--- src/rtl/core/crc8acm_pkg.sv ---
`default_nettype none

package crc8acm_pkg;

	localparam logic [7:0] CRC_POLY   = 8'h2F;
	localparam logic [7:0] CRC_INIT   = 8'hFF;
	localparam logic [7:0] CRC_XOROUT = 8'hFF;

	// data-ID byte per alive counter value
	localparam logic [7:0] DATA_ID [16] = '{
		8'h3D, 8'hBE, 8'h44, 8'hC5, 8'h4B, 8'hCC, 8'h52, 8'hD3,
		8'h59, 8'hDA, 8'h60, 8'hE1, 8'h67, 8'hE8, 8'h6E, 8'hEF
	};

	// one message held in the input stage
	typedef struct packed {
		logic [7:0] request_low;
		logic [7:0] request_high;
		logic [7:0] power_first;
		logic [7:0] power_second;
		logic [7:0] reserved_byte;
		logic [3:0] aux_bits;
		logic [3:0] alive_count;
	} msg_t;

	// one result as it leaves the core
	typedef struct packed {
		logic [7:0] comm_byte;
		logic [3:0] alive_count;
		logic [7:0] crc_value;
	} result_t;

	// non-reflected CRC-8 byte step, MSB first
	function automatic logic [7:0] crc_step(input logic [7:0] crc, input logic [7:0] data);
		logic [7:0] r;
		r = crc ^ data;
		for (int i = 0; i < 8; i++) begin
			if (r[7]) begin
				r = {r[6:0], 1'b0} ^ CRC_POLY;
			end else begin
				r = {r[6:0], 1'b0};
			end
		end
		return r;
	endfunction

endpackage

`default_nettype wire

--- src/rtl/core/crc8acm_crc.sv ---
`default_nettype none

// Comm byte and CRC of one message, pure XOR logic.
module crc8acm_crc (
	input  wire crc8acm_pkg::msg_t    msg,
	output crc8acm_pkg::result_t      result
);

	logic [7:0] comm;
	logic [7:0] crc;

	always_comb begin
		comm = {msg.alive_count, msg.aux_bits};
		crc  = crc8acm_pkg::CRC_INIT;
		crc  = crc8acm_pkg::crc_step(crc, msg.request_low);
		crc  = crc8acm_pkg::crc_step(crc, msg.request_high);
		crc  = crc8acm_pkg::crc_step(crc, msg.power_first);
		crc  = crc8acm_pkg::crc_step(crc, msg.power_second);
		crc  = crc8acm_pkg::crc_step(crc, msg.reserved_byte);
		crc  = crc8acm_pkg::crc_step(crc, comm);
		// fold in the data ID, then flush it through one empty byte step
		crc  = crc ^ crc8acm_pkg::DATA_ID[msg.alive_count];
		crc  = crc8acm_pkg::crc_step(crc, 8'h00);

		result.crc_value   = crc ^ crc8acm_pkg::CRC_XOROUT;
		result.alive_count = msg.alive_count;
		result.comm_byte   = comm;
	end

endmodule

`default_nettype wire

--- src/rtl/core/crc8_alive_counter_message_core.sv ---
`default_nettype none

// Channel   Dir  Width  Contents (low bit first)
// s_*       in   48     request_low, request_high, power_first, power_second,
//                       reserved_byte, aux_bits, zero pad
// m_*       out  24     crc_value, alive_count, comm_byte, zero pad
//
// One request per cycle sustained while m_tready is high; a result is presented
// once its request has passed the input register, then the result register.
// The alive counter steps at request acceptance, so the first message after
// reset carries 1; arst_n clears the counter and both valid flags.
// A stall on m_tready holds the result register; the input register still takes a
// request while it is empty or while the result register is empty or being drained.
module crc8_alive_counter_message_core (
	input  wire         clk,
	input  wire         arst_n,
	input  wire         s_tvalid,
	output logic        s_tready,
	input  wire  [47:0] s_tdata,   // request_low, request_high, power_first,
	                               // power_second, reserved_byte, aux_bits, pad
	output logic        m_tvalid,
	input  wire         m_tready,
	output logic [23:0] m_tdata    // crc_value, alive_count, comm_byte, pad
);

	logic                  s_accept;
	logic                  adv_s1;
	logic [3:0]            alive_q;
	logic [3:0]            alive_next;
	logic                  valid_s1;
	crc8acm_pkg::msg_t     msg_s1;
	logic                  valid_s2;
	crc8acm_pkg::result_t  result;
	crc8acm_pkg::result_t  result_s2;

	// move stage 1 into the result register when that register is free or draining
	assign adv_s1     = valid_s1 && (!valid_s2 || m_tready);
	assign s_tready   = !valid_s1 || adv_s1;
	assign s_accept   = s_tvalid && s_tready;
	assign alive_next = alive_q + 4'd1;

	// alive counter: advance once per accepted request, wrap 15 -> 0
	always_ff @(posedge clk or negedge arst_n) begin
		if (!arst_n) begin
			alive_q <= '0;
		end else if (s_accept) begin
			alive_q <= alive_next;
		end
	end

	// input register
	always_ff @(posedge clk or negedge arst_n) begin
		if (!arst_n) begin
			valid_s1 <= 1'b0;
		end else if (s_tready) begin
			valid_s1 <= s_tvalid;
		end
	end

	always_ff @(posedge clk) begin
		if (s_accept) begin
			msg_s1.request_low   <= s_tdata[7:0];
			msg_s1.request_high  <= s_tdata[15:8];
			msg_s1.power_first   <= s_tdata[23:16];
			msg_s1.power_second  <= s_tdata[31:24];
			msg_s1.reserved_byte <= s_tdata[39:32];
			msg_s1.aux_bits      <= s_tdata[43:40];
			msg_s1.alive_count   <= alive_next;
		end
	end

	crc8acm_crc u_crc (
		.msg    (msg_s1),
		.result (result)
	);

	// result register: hold while the consumer stalls
	always_ff @(posedge clk or negedge arst_n) begin
		if (!arst_n) begin
			valid_s2 <= 1'b0;
		end else if (!valid_s2 || m_tready) begin
			valid_s2 <= valid_s1;
		end
	end

	always_ff @(posedge clk) begin
		if (adv_s1) begin
			result_s2 <= result;
		end
	end

	assign m_tvalid = valid_s2;
	assign m_tdata  = {4'd0, result_s2};

endmodule

`default_nettype wire

--- config.mk ---
export PLATFORM = sky130hd
export DESIGN_NAME = crc8_alive_counter_message_core
export DESIGN_NICKNAME = d
export VERILOG_FILES = /design/src/rtl/core/crc8acm_pkg.sv /design/src/rtl/core/crc8acm_crc.sv /design/src/rtl/core/crc8_alive_counter_message_core.sv
export SDC_FILE = /design/constraint.sdc
export NUM_CORES = 1
export LEC_CHECK = 0
export BUFFER_PORTS_ARGS = -buffer_cell sky130_fd_sc_hd__buf_4
export CORE_ASPECT_RATIO = 2
export CORE_MARGIN = 3
export CORE_UTILIZATION = 43
export DETAILED_ROUTE_END_ITERATION = 7
export HOLD_SLACK_MARGIN = 0.02
export PLACE_DENSITY = 0.59
export SYNTH_ARGS = -nofsm -noshare
export SYNTH_HDL_FRONTEND = slang
export SYNTH_SLANG_ARGS = --single-unit
--- constraint.sdc ---
create_clock -name clk -period 9.5 [get_ports clk]
set_clock_uncertainty 0.1 [all_clocks]
set_input_delay 0 -clock clk [delete_from_list [all_inputs] [get_ports clk]]
set_output_delay 0 -clock clk [all_outputs]
set_load 0.02 [all_outputs]
# [After elaboration in Yosys (flattened, before gate mapping)]
# Memories as Yosys holds them, arrays and structs flattened.
# Cells that the tools add are included.
[totals] regBits=74 rom_bits=128 input_bits=52 out_inout_bits=26 wordCells=145 memories=1
[memory_table] memory="(name not given)" words=16 width=8 rd=1 rd_clocked_by_memory_dff=0 write_ports=0 line_no="crc8acm_crc.sv:22" source="crc = crc ^ crc8acm_pkg::DATA_ID[msg.alive_count];"
[op_classes] addsub=1 magnitude_cmp=1 n_mux=58 bitwise=65 n_reduce_logical=6
[ops] cell="$mux W6" n=56
[ops] cell="$not A5 Y5" n=56
[ops] cell="$xor A8 B8 Y8" n=6
[ops] cell="$mux W8" n=2
[ops] cell="$not A8 Y8" n=2
[ops] cell="$ge A5 B5 Y1 const B" n=1
[ops] cell="$not A4 Y5" n=1
[ops] cell="$add A4 B1 Y4 const B" n=1
[ops] cell="$logic_and A1 B1 Y1" n=2
[ops] cell="$logic_not A1 Y1" n=2
[ops] cell="$logic_or A1 B1 Y1" n=2

# [Logic depth before layout (Yosys ltp)]
# Gate-level depths: netlist (run 1).
[logic_depth] depth_word=120 mapped_depth=12 depth_no_buf=11

# [Modules after synthesis]
# From an unflattened synthesis (run 1), not the netlist that was laid out.
[hier_totals] cells_unflattened=329 area_unflattened_um2=5504.0
[modules_own_cells] mod="crc8acm_crc" n_inst=1 cells_each=232 area_per_inst_um2=3126.7 seq_area_each_um2=0.0
[modules_own_cells] mod="crc8_alive_counter_message_core" n_inst=1 cells_each=97 area_per_inst_um2=2377.3 seq_area_each_um2=2192.1

# [Worst setup path before layout (run 1)]
# Ideal clock, no wire load.
[synth_path] kind="reg-to-reg" from="register msg_s1[46] (netlist bit)" to="register result_s2 (netlist bit m_tdata[5]) (data pin)" setup_ps=268 t_arrival_ps=4297 t_required_ps=9132 path_slack_ps=4835 stages_incl_launch_ff=13 path_buffers=1 period_less_slack_ps=4665 path_cell_list="edfxtp_1 > buf_4 > xnor3_2 > xnor2_4 > xnor3_2 > xnor2_2 > xor3_2 > xnor3_2 > xnor3_1 > xnor3_2 > xor2_1 > xnor2_1 > xnor3_1"
[synth_rtl] element="start, declared" line_no="crc8_alive_counter_message_core.sv:31" source="crc8acm_pkg::msg_t msg_s1;"
[synth_rtl] element="end signal, assigned" line_no="crc8_alive_counter_message_core.sv:88" source="result_s2 <= result;"
[synth_rtl] element="end, declared" line_no="crc8_alive_counter_message_core.sv:34" source="crc8acm_pkg::result_t result_s2;"

==> impl_results.md, run 1 <==
* Share of cells above drive strength 1 at 0.255
* RSZ-0062 raised after global routing: false
* Final net count at approximately 500
* # H-tree levels at 3
* Setup violators final at 0
* Post-synthesis compound-gate area fraction at 0.00404
* Reg2Reg Depth at 11
* First-pass GRT wire length at approximately 15000 µm
* Final Hold Viols at 0
* WHS Endpoint: msg_s1[7]$_DFFE_PP_
* Setup TNS at 0 ns
* DP Wirelength at between 7000 and 8000 µm
* Pin count of the biggest net entering global routing at between 50 and 60
* TritonCTS clock tree: done
* Die width at 81.9 µm
* Seq/Total Area, Yosys at 0.418
* CTS clk-pin slew, worst paths at 0.06 ns
* Footprint of the multi-input gates at 0.00280 mm²
* Cts bufs inserted at 9
* Grt ovf at 0
* Area delta synth->final at 28.9%
* Vias at 2689
* RD Place Congestion at approximately 0.84
* Synthesized flop and latch total at 70
* Period utilisation layout at 0.535
* Mapped Cells at around 310
* Hold Path Origin: s_tdata[43]
* Top cell family by delay on the critical path: XOR/XNOR gates
* Reg area at a little over 0.002 mm²
* CP max stage cell: xnor3_2
* WL final at roughly 10000 µm
* Mapped cell area at a little under 0.005 mm²
* CTS root buf: clkbuf_16
* Final ANT Viol Nets at 0
* Post_cts resized at 0
* XOR/XNOR share of the synthesized area at 0.522
* GRT Total Usage at 0.168
* N_diodes at 0
* FFs w/ async S/R, synth at 0.0857
* Synth Flop Type: edfxtp_1
* Mux cell area share after synthesis at 0.00429
* CTS sink cnt at 70
* Post-DP Area at between 0.005 and 0.006 mm²
* Placed cells at roughly 500
* EDFF count, synth at between 60 and 70
* Synth Area in Adders at 0.0152
* CP Cell Sequence: xnor3_2 -> xnor2_4 -> xnor3_2 -> xnor2_2 -> xor3_2 -> xnor3_2 -> xnor3_1 -> xnor3_2 -> xor2_1 -> xnor2_1 -> xnor3_1
* Core area at 0.0111 mm²
* Row cnt at between 50 and 60
* Simple-Gate Fraction of Synth Area at 0.0159
* Worst setup EP type: flop
* DRT iter0 DRCs at 82
* Max-cap violations at 0
* Vias in the first global route at 2979
* Min-delay worst type: primary input to flop
* R2r endpoint: m_tdata[5]$_DFFE_PP_
* TritonRoute pass-1 iters at 4
* Initial core utilization at 0.447
* Die area at ~0.013 mm²
* Design area at 0.00638 mm²
* Post-synth cell types at 32
* Die Ht at between 150 and 200 µm
* Delay of the slowest cell on the worst path at approximately 0.60 ns
* Non-Filler Instances at between 500 and 600
* Slew HR at 0.461
* Clock tree buffer depth at 2
* IO Port Bufs at between 60 and 70
* Fillers at just under 900
* Slew at the pin closest to its max-slew limit at around 0.81 ns
* Main combinational cell family by area after synthesis: XOR/XNOR gates
* Crit-path max FO at 5
* Crit path buf inv count at 0
* Flop-to-flop setup slack at 4.42 ns
* Initial antenna violation count at 0
* Most frequent cells in the layout: 111 x xnor2_1, 70 x buf_4, 64 x edfxtp_1
* Outcome: complete, no violations
* Routed len/inst at about 17 µm
* Critical path class: flop to flop
* Yosys warning count at 0
* WP data arrival at 5.07 ns
* Mean Syn Cell Area at between 15 and 20 µm²
* Vias per cell at 4.64
* Hold slack at between 0.2 and 0.3 ns
* RR Startpoint: msg_s1[46]$_DFFE_PP_
* Most frequent CP cell: xnor3_2
* Clock insertion delay at the later pin of the skew report at around 0.34 ns
* DRC viols at 0
* Fmax at between 150 and 200 MHz
* Worst Path Required at between 9 and 10 ns
* Fin. max-slew vios at 0
* Fin crit period at between 5 and 6 ns
* I/O Pins at 78
* Hold path cells at 2
* Startpoint Class: flop
* Commonest non-fill, non-tap cell in the layout: xnor2_1
==> repair_timing <==
item                       in CTS  in global routing
setup buffers                   0                  0
hold endpoints to repair       52                  0
hold buffers                   49                  0
setup endpoints to repair       0                  0
==> flip-flops by register name (all words and copies together) (netlist names) <==
signal and cells:
m_tvalid 1, m_tdata 16, msg_s1 48, valid_s1 1
alive_q 4
==> metal layers <==
layer  GRT usage  wire length [µm]  vias up
met2       0.357              6490       39
met4      0.0681               193        0
met3      0.0325               265       14
met1       0.137              3120     1340
li1            -                 -     1296
met5           0                 0        -
==> final cells by class <==
class | instances | area share
clock buffers | 10 | 0.0374
well taps | 140 | 0.0274
flip-flops and latches | 70 | 0.325
multi-input cells | 229 | 0.438
repair buffers | 119 | 0.159
clock inverters | 6 | 0.0108
inverters | 5 | 0.00294
==> cells by family (layout without fill, tap and decap cells) <==
group	count (synthesis)	after routing
and+or+nand+nor	14	14
DFF	70	70
other	1	4
buffers and inverters	17	140
adders and majority gates	6	6
AOI/OAI and AO/OA	4	4
muxes	2	2
xor gates and xnor gates	199	199
==> stage by stage <==
stage,util,setup WS [ns]
final,0.576,4.42
after floorplan,-,4.84
after detailed placement,0.504,4.38
after CTS,0.576,4.34
after global placement,0.504,4.38
after global routing,0.576,4.24
==> how the worst max path moves through the flow <==
stage                                     from                    to  slack, ns  cells after the start
after floorplan           msg_s1[46]$_DFFE_PP_  m_tdata[5]$_DFFE_PP_       4.84                     12
after global placement    msg_s1[46]$_DFFE_PP_  m_tdata[5]$_DFFE_PP_       4.38                     11
after detailed placement  msg_s1[46]$_DFFE_PP_  m_tdata[5]$_DFFE_PP_       4.38                     11
after CTS                 msg_s1[46]$_DFFE_PP_  m_tdata[5]$_DFFE_PP_       4.34                     11
after global routing      msg_s1[46]$_DFFE_PP_  m_tdata[5]$_DFFE_PP_       4.24                     11
final                     msg_s1[46]$_DFFE_PP_  m_tdata[5]$_DFFE_PP_       4.42                     11
==> cell usage after synthesis (2+ instances only) <==
master,number,area share
dfrtp_1,6,0.030
and2_1,2,0.0025
clkbuf_1,2,0.0015
ha_1,6,0.015
nand2_1,2,0.0015
xnor2_1,111,0.20
xor3_4,3,0.017
xor2_1,27,0.048
inv_1,5,0.0038
a21oi_1,3,0.0030
xor3_1,5,0.024
xnor3_2,8,0.038
xnor2_4,2,0.011
nand2b_1,4,0.0051
edfxtp_1,64,0.39
xnor2_2,7,0.023
xor3_2,2,0.010
buf_4,9,0.014
xnor3_1,32,0.15
==> worst reg2reg max path, cell delays in order (launching register included) <==
cell and delay [ns]:
edfxtp_1 0.53, xnor3_2 0.47, xnor2_4 0.32, xnor3_2 0.61, xnor2_2 0.27, xor3_2 0.44, xnor3_2 0.46, xnor3_1 0.35
xnor3_2 0.43, xor2_1 0.19, xnor2_1 0.23, xnor3_1 0.44
Power of run 1 is left out: the tool's default activity adds up to more than one toggle a clock period on the data nets, which glitch-free logic cannot reach.
==> run 2, diff against run 1 <==
PLACE_DENSITY = 0.62   (was 0.59)
clock period = 4.4 ns   (was 9.5 ns; I/O delays follow)
==> run 2 against run 1 <==
  * The run now ends with setup timing left
  * Sequential cell count stayed put
  * Non-clock buffer count is 55 higher
  * Die area stayed put
  * Count of clock-buffer cells in the layout is 1 lower
  * Critical endpoint unchanged
  * Largest cell class unchanged
  * Highest routed layer unchanged
==> impl_results.md, run 2 (synthesis results as in run 1) <==
* CTS root buf: clkbuf_16
* Fmax at 226 MHz
* N_diodes at 0
* Crit path launch: msg_s1[47]$_DFFE_PP_
* WP data arrival at ~4.4 ns
* Die area at about 0.013 mm²
* DP Wirelength at 8250 µm
* Row cnt at 54
* Period utilisation layout at 1.00
* CTS sink cnt at 70
* Vias at approximately 2900
* Top reg by flops: msg_s1
* GRT Total Usage at 0.182
* Startpoint Class: flop
* Slew HR at 0.471
* Pin count of the biggest net entering global routing at 53
* # H-tree levels at 3
* Critical path class: flop to flop
* TritonCTS clock tree: done
* Footprint of the multi-input gates at slightly above 0.003 mm²
* Die width at 81.9 µm
* Fillers at 842
* R2r endpoint: m_tdata[5]$_DFFE_PP_
* TritonRoute pass-1 iters at 4
* Routed len/inst at between 15 and 20 µm
* First-pass GRT wire length at about 17000 µm
* IO Port Bufs at 69
* Crit-path max FO at 5
* Worst setup EP type: flop
* Area delta synth->final at 42.8%
* Reg area at roughly 0.0021 mm²
* Share of cells above drive strength 1 at 0.409
* I/O Pins at 78
* Initial core utilization at 0.447
* Failing checks: setup timing
* Outcome: finished with violations
* Max-cap violations at 0
* Min-delay worst type: primary input to flop
* Initial antenna violation count at 0
* Fin. max-slew vios at 0
* Reg2Reg Depth at 11
* Core area at about 0.011 mm²
* RR Startpoint: msg_s1[47]$_DFFE_PP_
* Setup violators final at 2
* Grt ovf at 0
* Vias in the first global route at 3174
* CTS clk-pin slew, worst paths at approximately 0.070 ns
* Slew at the pin closest to its max-slew limit at 0.793 ns
* Worst Slack Setup Final at -0.0195 ns
* Clock tree buffer depth at 2
* Most frequent cells in the layout: 123 x buf_4, 93 x xnor2_1, 64 x edfxtp_1
* Final ANT Viol Nets at 0
* DRC viols at 0
* Worst Path Required at about 4.4 ns
* Vias per cell at around 4.5
* DRT iter0 DRCs at 75
* Cts bufs inserted at 9
* RSZ-0062 raised after global routing: true
* Finished Core Util at 0.638
* Number of flip-flops under the largest register name at between 40 and 50
* Final net count at about 550
* Die Ht at 158 µm
* WL final at roughly 11000 µm
* Commonest non-fill, non-tap cell in the layout: buf_4
* RD Place Congestion at 0.869
* Flop-to-flop setup slack at -0.02 ns
* Fin crit period at 4.42 ns
* Final Hold Viols at 0
* Clock insertion delay at the later pin of the skew report at 0.34 ns
* Critical Path End: m_tdata[5]$_DFFE_PP_
run 2: what timing repair did:
action | in CTS | in global routing
buffers inserted | 13 | 2
hold buffers | 49 | 0
hold endpoints to repair | 52 | 0
pin swaps | 11 | 2
gates resized for setup | 12 | 12
endpoints found under the setup margin | 4 | 4
run 2: final cells by class:
class / count / share of cell area
sequential: 70 / 0.293
clock buffer: 9 / 0.0318
timing repair buffer: 174 / 0.206
inverter: 5 / 0.00265
multi-input combinational: 229 / 0.433
clock inverter: 7 / 0.00973
tap: 140 / 0.0248
run 2: critical path, stage by stage, from the launching register on:
cell and delay [ns]:
edfxtp_1 0.51, xnor2_2 0.24, xnor3_1 0.37, xnor3_2 0.48
xnor2_4 0.21, xnor3_1 0.35, xnor3_2 0.46, xnor3_1 0.35
xnor3_2 0.44, xor2_2 0.21, xnor2_2 0.19, xnor3_1 0.23
run 2: how the worst min path moves through the flow:
stage	to	slack, ns	depth (start not counted)	from
floorplan	alive_q[0]$_DFFE_PN0P_	-0.40	0	arst_n
global placement	alive_q[0]$_DFFE_PN0P_	-0.29	1	arst_n
detailed placement	alive_q[0]$_DFFE_PN0P_	-0.28	1	arst_n
CTS	msg_s1[12]$_DFFE_PP_	0.26	2	s_tdata[36]
global route	msg_s1[40]$_DFFE_PP_	0.27	2	s_tdata[0]
finish	msg_s1[12]$_DFFE_PP_	0.27	2	s_tdata[36]
run 2: metal layers:
metal	GRT usage	routed length (µm)
met5	0	0
met4	0.0800	364
met3	0.0308	208
met2	0.384	7110
met1	0.149	3170
run 2: per-stage QoR:
step           area, µm²  hold slack (ns)  worst slack (ns)  TNS (ns)  instances
2_1_floorplan       5050           -0.396            0.0824         0        316
3_3_place_gp        5990           -0.286           -0.0193   -0.0193        554
3_5_place_dp        5990           -0.285           -0.0379   -0.0899        554
4_1_cts             6980            0.262          -0.00479  -0.00479        632
5_1_grt             7070            0.270            -0.134    -0.388        634
6_report            7070            0.274           -0.0195   -0.0246        634
Power of run 2 is left out for the same reason.
==> run 3, diff against run 2 <==
MAX_ROUTING_LAYER = met4   (was not set)
==> run 3 against run 2 <==
  * The run still ends with setup timing left
  * Register-to-register slack about the same
  * Final area is the same
  * Largest cell class unchanged
  * Hold slack got worse by 0.0017 ns
  * Worst setup slack barely moved
  * Critical path type unchanged
==> impl_results.md, run 3 (synthesis results as in run 1) <==
* Top cell family by delay on the critical path: XOR/XNOR gates
* DP Wirelength at about 8200 µm
* Worst Slack Setup Final at -0.0199 ns
* Initial core utilization at 0.447
* Cts bufs inserted at 9
* Max-cap violations at 0
* Outcome: finished with violations
* Delay of the slowest cell on the worst path at between 0.5 and 0.6 ns
* CP max stage cell: edfxtp_1
* Crit path launch: msg_s1[47]$_DFFE_PP_
* Pin count of the biggest net entering global routing at between 50 and 60
* CTS sink cnt at 70
* Initial antenna violation count at 0
* Post-DP Area at between 0.005 and 0.006 mm²
* Final ANT Viol Nets at 0
* Vias in the first global route at about 3200
* Share of cells above drive strength 1 at 0.409
* Vias per cell at about 4.5
* Fin crit period at approximately 4.4 ns
* N_diodes at 0
* Min-delay worst type: primary input to flop
* Clock insertion delay at the later pin of the skew report at 0.34 ns
* Hold Path Origin: s_tdata[36]
* Startpoint Class: flop
* WP data arrival at around 4.4 ns
* Crit path buf inv count at 0
* Slew at the pin closest to its max-slew limit at about 0.80 ns
* Design area at ~0.0071 mm²
* Worst setup EP type: flop
* TritonRoute pass-1 iters at 4
* Die width at slightly above 80 µm
* Fmax at between 200 and 250 MHz
* Die Ht at 158 µm
* GRT Total Usage at 0.188
* Period utilisation layout at 1.00
* Top reg by flops: msg_s1
* RSZ-0062 raised after global routing: true
* Critical path class: flop to flop
* Most frequent CP cell: xnor3_1
* Most frequent cells in the layout: 123 x buf_4, 93 x xnor2_1, 64 x edfxtp_1
* Routed len/inst at between 15 and 20 µm
* Row cnt at 54
* # H-tree levels at 3
* Failing checks: setup timing
* Grt ovf at 0
* Number of flip-flops under the largest register name at between 40 and 50
* Vias at about 2900
* Area delta synth->final at 42.8%
* CP Cell Sequence: xnor2_2 -> xnor3_1 -> xnor3_2 -> xnor2_4 -> xnor3_1 -> xnor3_2 -> xnor3_1 -> xnor3_2 -> xor2_2 -> xnor2_2 -> xnor3_1
* Worst Path Required at about 4.4 ns
* DRC viols at 0
* Commonest non-fill, non-tap cell in the layout: buf_4
* I/O Pins at 78
* Fillers at 842
* First-pass GRT wire length at 16600 µm
* Crit-path max FO at 5
* Core area at about 0.011 mm²
* WL final at roughly 11000 µm
* CTS clk-pin slew, worst paths at about 0.070 ns
* Hold slack at ~0.27 ns
* RD Place Congestion at between 0.8 and 0.9
* Clock tree buffer depth at 2
* CTS root buf: clkbuf_16
* IO Port Bufs at 69
* RR Startpoint: msg_s1[47]$_DFFE_PP_
* TritonCTS clock tree: done
* Fin. max-slew vios at 0
* Final Hold Viols at 0
* Final net count at 547
* Slew HR at 0.466
* Die area at 0.0129 mm²
* DRT iter0 DRCs at 97
* Setup violators final at 2
-- run 3: cell counts in the layout (fill, tap and decap cells not counted) --
Identical to the previous run, type by type.
-- run 3: per-layer routing --
metal / global-route usage / wire, µm
met1: 0.149 / 3160
met5: - / 0
met2: 0.384 / 7110
met4: 0.0848 / 374
met3: 0.0290 / 220
-- run 3: area by class of cell --
| cell class | instances | area (µm²) | area share |
|---|---|---|---|
| Clock buffer | 9 | 225 | 0.0318 |
| Clock inverter | 7 | 68.8 | 0.00973 |
| Inverter | 5 | 18.8 | 0.00265 |
| Multi-Input combinational cell | 229 | 3060 | 0.433 |
| Sequential cell | 70 | 2070 | 0.293 |
| Tap cell | 140 | 175 | 0.0248 |
| Timing Repair Buffer | 174 | 1450 | 0.206 |
-- run 3: worst paths after layout --
path / endpoint / slack (ns) / depth (start not counted)
min in group asynchronous: alive_q[2]$_DFFE_PN0P_ / 0.50 / 3
max reg2reg: m_tdata[5]$_DFFE_PP_ / -0.02 / 11
min: msg_s1[12]$_DFFE_PP_ / 0.27 / 2
max: m_tdata[5]$_DFFE_PP_ / -0.02 / 11
min reg2reg: m_tdata[17]$_DFFE_PP_ / 0.38 / 0
max in group asynchronous: alive_q[1]$_DFFE_PN0P_ / 3.47 / 3
-- run 3: worst reg2reg max path, stage by stage, from the launching register on --
cell and delay, ns:
edfxtp_1 0.51, xnor2_2 0.25, xnor3_1 0.37, xnor3_2 0.48, xnor2_4 0.21, xnor3_1 0.35
xnor3_2 0.46, xnor3_1 0.35, xnor3_2 0.44, xor2_2 0.21, xnor2_2 0.19, xnor3_1 0.23
-- run 3: stage by stage --
stage          setup WS, ns  cells   util  setup TNS (ns)
2_1_floorplan        0.0824    316      -               0
3_3_place_gp        -0.0193    554  0.540         -0.0193
3_5_place_dp        -0.0379    554  0.540         -0.0899
4_1_cts            -0.00479    632  0.630        -0.00479
5_1_grt              -0.133    634  0.638          -0.332
6_report            -0.0199    634  0.638         -0.0247
-- run 3: timing repair --
item | CTS | global route
hold buffers | 49 | 0
endpoints found under the hold margin | 52 | 0
pin swaps | 11 | 2
setup endpoints to repair | 4 | 4
setup buffers | 13 | 2
resized for setup | 12 | 12
cloned | 0 | 0
Power of run 3 is left out for the same reason.
